## config.mk

```make
export PLATFORM = sky130hd
export DESIGN_NAME = cps_dist
export DESIGN_NICKNAME = d
export VERILOG_FILES = /design/src/hdl/cps_pkg.sv /design/src/hdl/cps_dist.sv
export SDC_FILE = /design/constraint.sdc
export NUM_CORES = 1
export LEC_CHECK = 0
export BUFFER_PORTS_ARGS = -buffer_cell sky130_fd_sc_hd__buf_2
export CORE_MARGIN = 3
export CORE_UTILIZATION = 55
export DETAILED_ROUTE_END_ITERATION = 6
export GPL_TIMING_DRIVEN = 0
export PLACE_DENSITY = 0.8
export SLEW_MARGIN = 20
export SYNTH_ARGS = -nofsm -noshare
export SYNTH_HDL_FRONTEND = slang
export SYNTH_SLANG_ARGS = --single-unit
```

## constraint.sdc

```tcl
create_clock -name clock -period 12.1 [get_ports clock]
set_input_delay 1.815 -clock clock [delete_from_list [all_inputs] [get_ports clock]]
set_output_delay 1.815 -clock clock [all_outputs]
set_load 0.05 [all_outputs]
```

## src/hdl/cps_pkg.sv

```systemverilog
package cps_pkg;

   localparam int COORD_W = 16;
   localparam int DIST_W  = 33;
   localparam int KIND_W  = 2;

   // Codes carried in the request tuser field.
   localparam logic [KIND_W-1:0] KIND_LEFT  = 2'd0;
   localparam logic [KIND_W-1:0] KIND_RIGHT = 2'd1;
   localparam logic [KIND_W-1:0] KIND_START = 2'd2;

   // A stored point: x in the upper half, y in the lower half.
   typedef struct packed {
      logic signed [COORD_W-1:0] x;
      logic signed [COORD_W-1:0] y;
   } point_type;

   typedef enum logic [6:0] {
      ST_IDLE    = 7'b0000001,
      ST_FETCH   = 7'b0000010,
      ST_COMPARE = 7'b0000100,
      ST_NREAD   = 7'b0001000,
      ST_NDIST   = 7'b0010000,
      ST_NWAIT   = 7'b0100000,
      ST_FINISH  = 7'b1000000
   } walk_state_type;

   typedef enum logic [3:0] {
      DS_IDLE = 4'b0001,
      DS_SQX  = 4'b0010,
      DS_SQY  = 4'b0100,
      DS_SUM  = 4'b1000
   } dist_state_type;

endpackage

```

## src/hdl/cps_dist.sv

```systemverilog
module cps_dist (
   input  logic                         clock,
   input  logic                         reset,
   input  logic                         start,
   input  cps_pkg::point_type           p,
   input  cps_pkg::point_type           q,
   output logic                         done,
   output logic [cps_pkg::DIST_W-1:0]   dist_sq
);

   localparam int CW = cps_pkg::COORD_W;

   cps_pkg::dist_state_type state_ff, state_in;
   logic [CW-1:0]                dx_ff, dx_in, dy_ff, dy_in;
   logic [2*CW-1:0]              acc_ff, acc_in, prod_ff, prod_in;
   logic [cps_pkg::DIST_W-1:0]   dist_ff, dist_in;
   logic                         done_ff, done_in;
   logic signed [CW:0]           diff_x, diff_y;
   logic [CW:0]                  abs_x, abs_y;
   logic [CW-1:0]                mul_op;
   logic [2*CW-1:0]              mul_out;

   // Differences of two signed coordinates need one extra bit; their
   // magnitude always fits back into the coordinate width.
   assign diff_x = {p.x[CW-1], p.x} - {q.x[CW-1], q.x};
   assign diff_y = {p.y[CW-1], p.y} - {q.y[CW-1], q.y};
   assign abs_x  = diff_x[CW] ? -diff_x : diff_x;
   assign abs_y  = diff_y[CW] ? -diff_y : diff_y;

   // The single squarer serves dx and then dy.
   assign mul_op  = (state_ff == cps_pkg::DS_SQY) ? dy_ff : dx_ff;
   assign mul_out = mul_op * mul_op;

   always_comb begin
      state_in = state_ff;
      dx_in    = dx_ff;
      dy_in    = dy_ff;
      acc_in   = acc_ff;
      prod_in  = prod_ff;
      dist_in  = dist_ff;
      done_in  = 1'b0;
      unique case (state_ff)
         cps_pkg::DS_IDLE: begin
            if (start) begin
               dx_in    = abs_x[CW-1:0];
               dy_in    = abs_y[CW-1:0];
               state_in = cps_pkg::DS_SQX;
            end
         end
         cps_pkg::DS_SQX: begin
            acc_in   = mul_out;
            state_in = cps_pkg::DS_SQY;
         end
         cps_pkg::DS_SQY: begin
            prod_in  = mul_out;
            state_in = cps_pkg::DS_SUM;
         end
         cps_pkg::DS_SUM: begin
            dist_in  = {1'b0, acc_ff} + {1'b0, prod_ff};
            done_in  = 1'b1;
            state_in = cps_pkg::DS_IDLE;
         end
         default: state_in = cps_pkg::DS_IDLE;
      endcase
   end

   always_ff @(posedge clock) begin
      if (reset) begin
         state_ff <= cps_pkg::DS_IDLE;
         done_ff  <= 1'b0;
      end else begin
         state_ff <= state_in;
         done_ff  <= done_in;
      end
      dx_ff   <= dx_in;
      dy_ff   <= dy_in;
      acc_ff  <= acc_in;
      prod_ff <= prod_in;
      dist_ff <= dist_in;
   end

   assign done    = done_ff;
   assign dist_sq = dist_ff;

endmodule
```

==> flow_metrics.env, run 1 <==
export IMPL_grt_pass1_vias=11310
export IMPL_hpwl_um=24430
export IMPL_cts_sinks=132
export IMPL_die_x_um=171.1
export IMPL_grt_usage=0.2188
export IMPL_fin_worst_skew_ns=0.01061
export IMPL_synth_area_top_cells="edfxtp_1 25%, fa_1 22%, ha_1 14%, inv_1 7.3%, xnor2_1 4.3%"
export IMPL_die_y_um=171.1
export IMPL_ant_nets=0
export IMPL_crit_start="state_ff[0]"
export IMPL_io_buffer_count=100
export IMPL_cts_htree_levels=4
export IMPL_gp_congestion=0.9201
export IMPL_setup_tns_final_ns=0
export IMPL_drt_iter0_drc=640
export IMPL_worstMarginPinSlew_ns=1.086
export IMPL_r2r_end="prod_ff[31]"
export IMPL_clk_pin_slew_worst_paths_ns=0.06
export IMPL_worst_path_max_fanout=21
export IMPL_antenna_cells=0
export IMPL_endpoint="prod_ff[31]"
export IMPL_drv_cap=0
export IMPL_finalWirelength_um=30570
export IMPL_synth_nets=1918
export IMPL_die_area_um2=29260
export IMPL_nets=2049
export IMPL_synth_top_family_by_area="adder cells"
export IMPL_max_stage_delay_ns=0.75
export IMPL_crit_path_start_kind="register"
export IMPL_synth_top_area_frac=0.2545
export IMPL_gr_total_overflow=0
export IMPL_synth_seq_cells=132
export IMPL_synth_adder_area_share=0.3544
export IMPL_grt_antenna_before_repair=0
export IMPL_rsz0062_at_grt="no"
export IMPL_postCtsSetupRepairBufs=0
export IMPL_core_area_um2=26430
export IMPL_fin_util=0.6286
export IMPL_status="finished clean"
export IMPL_regArea_um2=3914
export IMPL_crit_type="reg2reg"
export IMPL_finalHoldViolCount=0
export IMPL_synthArstFlopShare=0
export IMPL_ys_warn_count=0
export IMPL_synthCells=1525
export IMPL_synth_seq_area_share=0.2612
export IMPL_finalMaxSlewViolations=0
export IMPL_r2r_cells=28
export IMPL_synthSimpleGateAreaFrac=0.1196
export IMPL_num_rows=59
export IMPL_clk_latency_ns=0.42
export IMPL_required_ns=12.26
export IMPL_synth_compound_area_frac=0.1142
export IMPL_synthToLayoutAreaGrowth_pct=10.88
export IMPL_r2r_start="state_ff[0]"
export IMPL_met2_length_um=15230
export IMPL_cts_hold_buf=0
export IMPL_synth_flop_cell="edfxtp_1"
export IMPL_clockBufferDepth=2
export IMPL_drive_gt1_frac=0.1103
export IMPL_end_kind="register"
export IMPL_root_buffer="clkbuf_16"
export IMPL_avgSynthCellArea_um2=9.825
export IMPL_cts_buffers=17
export IMPL_synthXorXnorAreaFrac=0.05670
export IMPL_vias_per_cell=5.491
export IMPL_crit_top_cell="fa_1"
export IMPL_cp_arrival_ns=9.67
export IMPL_multi_input_area_um2=9910
export IMPL_via_count=11000
export IMPL_cts_resized=0
export IMPL_syn_cell_area_um2=14980
export IMPL_drt_wirelength_per_cell_um=15.26
export IMPL_grt_max_degree=22
export IMPL_holdCritPathClass="reg2reg"
export IMPL_r2r_slack_ns=2.59
export IMPL_cpMaxStageDelayCell="mux2i_1"
export IMPL_first_pass_iters=5
export IMPL_grt_pass1_wl_um=51760
export IMPL_yosys_area_top_type="edfxtp_1"
export IMPL_fin_crit_ns=9.506
export IMPL_met1_length_um=12690
export IMPL_drc=0
export IMPL_cts_tree="yes"
export IMPL_fin_crit_sh=0.7856
export IMPL_wl_met3_um=1957
export IMPL_finalSetupViolations=0
export IMPL_synth_edff_count=127
export IMPL_top_layer="met4"
export IMPL_synthMuxAreaShare=0.01461
export IMPL_relSlewSlack=0.2551
export IMPL_initial_core_util=0.5669
export IMPL_pin_count=101
export IMPL_fill_cells=2128
export IMPL_fmax_mhz=105.2
export IMPL_ys_types=79
-- stage by stage --
step / setup slack [ns] / cell area (um^2) / cells / hold slack [ns]
global placement: 1.586 / 15900 / 1960 / 0.5290
finish: 2.594 / 16610 / 2003 / 0.5495
detailed placement: 2.660 / 16010 / 1972 / 0.5447
global route: 1.818 / 16610 / 2003 / 0.5757
floorplan: 3.723 / 14980 / 1525 / 0.5000
CTS: 2.597 / 16600 / 2003 / 0.5578
-- cell families after synthesis --
kind of cell / Yosys count
and+or+nand+nor: 389
buffers and inverters: 316
DFF: 132
AOI/OAI and AO/OA: 244
muxes: 21
adders and majority gates: 326
xor gates and xnor gates: 97
-- Yosys cell counts, types with 4 or more instances --
cell type  number
a2111o_1        5
a2111oi_0       4
a211o_1         6
a211oi_1       13
a21o_1         32
a21oi_1        60
a31oi_1        13
and2_1          6
and3_1         12
clkbuf_1       15
clkinv_1        6
dfxtp_1         5
edfxtp_1      127
fa_1          164
ha_1          162
inv_1         291
mux2_2          7
mux2i_1        14
nand2_1       130
nand2b_1       13
nand3_1         6
nand3b_1        4
nand4_1         9
nor2_1        130
nor2b_1        13
nor3_1         29
nor4_1          6
o211ai_1        7
o21a_1         14
o21ai_0        41
o21bai_1        5
o31ai_1         6
or2_2           8
or3_1           6
xnor2_1        73
xor2_1         24
-- worst min-delay path by stage --
stage                      startpoint           to  slack, ns  depth (start not counted)
final                      prod_ff[0]   dist_sq[0]       0.55                          1
after global routing        acc_ff[0]   dist_sq[0]       0.58                          1
after CTS                  prod_ff[0]   dist_sq[0]       0.56                          1
after detailed placement   prod_ff[0]   dist_sq[0]       0.54                          1
after global placement     prod_ff[0]   dist_sq[0]       0.53                          1
after floorplan           state_ff[3]  state_ff[1]       0.50                          1
-- final cells by class --
class	instances	area share
buffer	18	0.004293
clock buffer	18	0.02583
clock inverter	13	0.009565
inverter	298	0.06733
multi-input combinational	1077	0.5965
sequential	132	0.2356
tap	335	0.02523
timing repair buffer	112	0.03570
-- metal layers --
layer,GRT usage,vias up
met5,0,-
met3,0.04436,56
met4,0.06753,0
met1,0.2718,5216
met2,0.3859,362
li1,-,5365
-- flip-flops by register name, indices dropped and copies added (netlist names) --
signal	cells
dist_sq	33
done	1
dy_ff	16
prod_ff	31
acc_ff	31
state_ff	4
dx_ff	16
-- cell usage in the layout, fill, tap and decap left out, types with 8 or more instances in the layout --
cell type	count
and3_1	12
nor2b_1	13
nand4_1	9
inv_1	291
a21o_1	32
mux2i_1	11
fa_1	164
a21oi_1	60
clkbuf_1	15
nand2b_1	13
o21ai_0	41
buf_2	109
xor2_1	24
nand2_1	130
or2_2	8
ha_1	162
nor2_1	130
o21a_1	14
a31oi_1	13
nor3_1	28
clkinv_1	8
a211oi_1	13
edfxtp_1	127
xnor2_1	73
clkbuf_16	17
-- critical path: cells and delay by family (launching register included) --
kind,cells,cell delay (ns)
adders and majority gates,7,3.49
buffers and inverters,8,1.93
AOI/OAI and AO/OA,6,1.61
and+or+nand+nor,5,0.97
muxes,1,0.75
DFF,1,0.35
xor gates and xnor gates,1,0.12
Power of run 1 is left out: the tool's default activity adds up to more than one toggle a clock period on the data nets, which glitch-free logic cannot reach.
==> inputs of run 2 (changes only) <==
--- a/config.mk
+++ b/config.mk
@@ -5,12 +5,13 @@
 export SDC_FILE = /design/constraint.sdc
 export NUM_CORES = 1
 export LEC_CHECK = 0
+export ABC_AREA = 1
 export BUFFER_PORTS_ARGS = -buffer_cell sky130_fd_sc_hd__buf_2
 export CORE_MARGIN = 3
 export CORE_UTILIZATION = 55
 export DETAILED_ROUTE_END_ITERATION = 6
 export GPL_TIMING_DRIVEN = 0
-export PLACE_DENSITY = 0.8
+export PLACE_DENSITY = 0.82
 export SLEW_MARGIN = 20
 export SYNTH_ARGS = -nofsm -noshare
 export SYNTH_HDL_FRONTEND = slang
==> constraint.sdc (replaced) <==
create_clock -name clock -period 8.38 [get_ports clock]
set_input_delay 1.257 -clock clock [delete_from_list [all_inputs] [get_ports clock]]
set_output_delay 1.257 -clock clock [all_outputs]
set_load 0.05 [all_outputs]
==> run 2 against run 1 <==
Effect of this change: area after synthesis increased by 7.1%; critical path depth unchanged; hold slack improved by 0.0029 ns; via count increased by 17%; synthesized cell count increased by 29%; count of clock-buffer cells in the layout decreased by 1; non-clock buffer count decreased by 9; critical endpoint is now prod_ff[30].
==> flow_metrics.env, run 2 <==
export IMPL_synth_seq_area_share=0.2439
export IMPL_drt_iter0_drc=703
export IMPL_syn_cell_area_um2=16050
export IMPL_initial_core_util=0.5683
export IMPL_cpMaxStageDelayCell="fa_1"
export IMPL_endpoint="prod_ff[30]"
export IMPL_worst_path_max_fanout=10
export IMPL_stdcell_count=2481
export IMPL_worstMarginPinSlew_ns=0.6710
export IMPL_clockBufferDepth=2
export IMPL_via_count=12860
export IMPL_clk_pin_slew_worst_paths_ns=0.07
export IMPL_synthCells=1964
export IMPL_die_y_um=176.8
export IMPL_first_pass_iters=7
export IMPL_synth_nets=2357
export IMPL_finalHoldViolCount=0
export IMPL_finalMaxSlewViolations=0
export IMPL_yosys_area_top_type="edfxtp_1"
export IMPL_gp_congestion=0.9390
export IMPL_fin_util=0.6266
export IMPL_cts_buffers=17
export IMPL_grt_pass1_vias=13170
export IMPL_synth_flop_cell="edfxtp_1"
export IMPL_cts_resized=0
export IMPL_nets=2483
export IMPL_status="finished clean"
export IMPL_finalWirelength_um=35180
export IMPL_fin_crit_sh=0.8215
export IMPL_ant_nets=0
export IMPL_final_common_cell="nand2_1"
export IMPL_cp_arrival_ns=7.15
export IMPL_ys_warn_count=0
export IMPL_num_rows=61
export IMPL_pin_count=101
export IMPL_io_buffer_count=100
export IMPL_setup_tns_final_ns=0
export IMPL_finalSetupViolations=0
export IMPL_postLayoutCellArea_um2=17700
export IMPL_synth_seq_cells=132
export IMPL_r2r_slack_ns=1.50
export IMPL_synthToLayoutAreaGrowth_pct=10.27
export IMPL_crit_start="state_ff[0]"
export IMPL_synth_top_area_frac=0.2376
export IMPL_drv_cap=0
export IMPL_placed_cells=2449
export IMPL_avgSynthCellArea_um2=8.171
export IMPL_gr_total_overflow=0
export IMPL_drive_gt1_frac=0.09891
export IMPL_cts_tree="yes"
export IMPL_post_dp_cell_area_um2=17100
export IMPL_final_cell_mix="438 x nand2_1, 429 x inv_1, 180 x nor2_1"
export IMPL_ys_types=40
export IMPL_clk_latency_ns=0.43
export IMPL_rsz0062_at_grt="no"
export IMPL_synthArstFlopShare=0
export IMPL_synth_edff_count=127
export IMPL_root_buffer="clkbuf_16"
export IMPL_end_kind="register"
export IMPL_synth_area_top_cells="edfxtp_1 24%, fa_1 20%, ha_1 13%, nand2_1 10%, inv_1 10%"
export IMPL_die_area_um2=31260
export IMPL_cts_hold_buf=0
export IMPL_grt_usage=0.2331
export IMPL_grt_pass1_wl_um=59260
export IMPL_cts_htree_levels=4
export IMPL_cts_sinks=132
export IMPL_required_ns=8.64
export IMPL_grt_max_degree=32
export IMPL_fin_crit_ns=6.884
export IMPL_max_stage_delay_ns=0.56
export IMPL_drc=0
export IMPL_antenna_cells=0
export IMPL_fill_cells=2353
export IMPL_r2r_cells=28
export IMPL_core_area_um2=28240
export IMPL_holdCritPathClass="reg2reg"
export IMPL_drt_wirelength_per_cell_um=14.18
export IMPL_vias_per_cell=5.183
export IMPL_crit_path_start_kind="register"
export IMPL_relSlewSlack=0.5520
export IMPL_crit_type="reg2reg"
export IMPL_r2r_end="prod_ff[30]"
export IMPL_largest_register_ffs=33
export IMPL_synthTopCellsByCount="438 x nand2_1, 430 x inv_1, 181 x nor2_1"
export IMPL_yosysMostFrequentCell="nand2_1"
export IMPL_fmax_mhz=145.3
export IMPL_hpwl_um=29500
export IMPL_grt_antenna_before_repair=0
export IMPL_fin_worst_skew_ns=0.01171
export IMPL_r2r_start="state_ff[0]"
export IMPL_die_x_um=176.8
export IMPL_postCtsSetupRepairBufs=0
export IMPL_hold_start="acc_ff[0]"
==> run 2: cell count changes after synthesis, sizes merged, moves of 14 or more <==
cell and delta:
a21o -22, a21oi +44, inv +151, mux2i -14, nand2 +317, nand3 +75
nor2 +62, nor3 -14, o21ai +20, xnor2 -40, xor2 +28
==> run 2: through the flow <==
stage	hold WS, ns	setup slack (ns)
finish	0.5523	1.496
global route	0.5747	1.065
CTS	0.5583	1.487
detailed placement	0.5425	1.504
global placement	0.5151	1.591
floorplan	0.5020	2.392
==> run 2: area by class of cell <==
type	instances	area, um^2	share of cell area
Multi-Input combinational cell	1375	10400	0.5874
Sequential cell	132	3914	0.2212
Inverter	443	1663	0.09397
Timing Repair Buffer	107	565.5	0.03196
Tap cell	378	473.0	0.02673
Clock buffer	17	425.4	0.02404
Clock inverter	15	166.4	0.009404
Buffer	14	93.84	0.005303
==> run 2: routing by layer <==
layer	global-route usage	vias up	share of wire
li1	-	6394	-
met1	0.2711	6009	0.41
met2	0.4361	364	0.51
met3	0.03046	91	0.043
met4	0.08805	0	0.033
met5	0	-	0
==> run 2: worst max-delay path: cells and delay by family, from the launching register on <==
family / cells / cell delay, ns
compound gates: 4 / 0.79
xor+xnor: 1 / 0.20
fa+ha+maj: 7 / 3.41
buf+inv: 9 / 0.96
flops: 1 / 0.34
simple gates: 7 / 0.98
==> run 2: worst min path at each step <==
stage,end,cells after the start
2_1_floorplan,done,1
3_3_place_gp,done,1
3_5_place_dp,dist_sq[0],1
4_1_cts,dist_sq[0],1
5_1_grt,done,2
6_report,dist_sq[0],1
==> run 2: kinds of logic (layout without fill, tap and decap cells) <==
family / after synthesis / in the layout / share of synthesized area
compound gates: 198 / 198 / 0.07227
simple gates: 766 / 766 / 0.1971
fa+ha+maj: 326 / 326 / 0.3309
xor+xnor: 85 / 85 / 0.04639
flops: 132 / 132 / 0.2439
buf+inv: 457 / 596 / 0.1095
Power of run 2 is left out for the same reason.
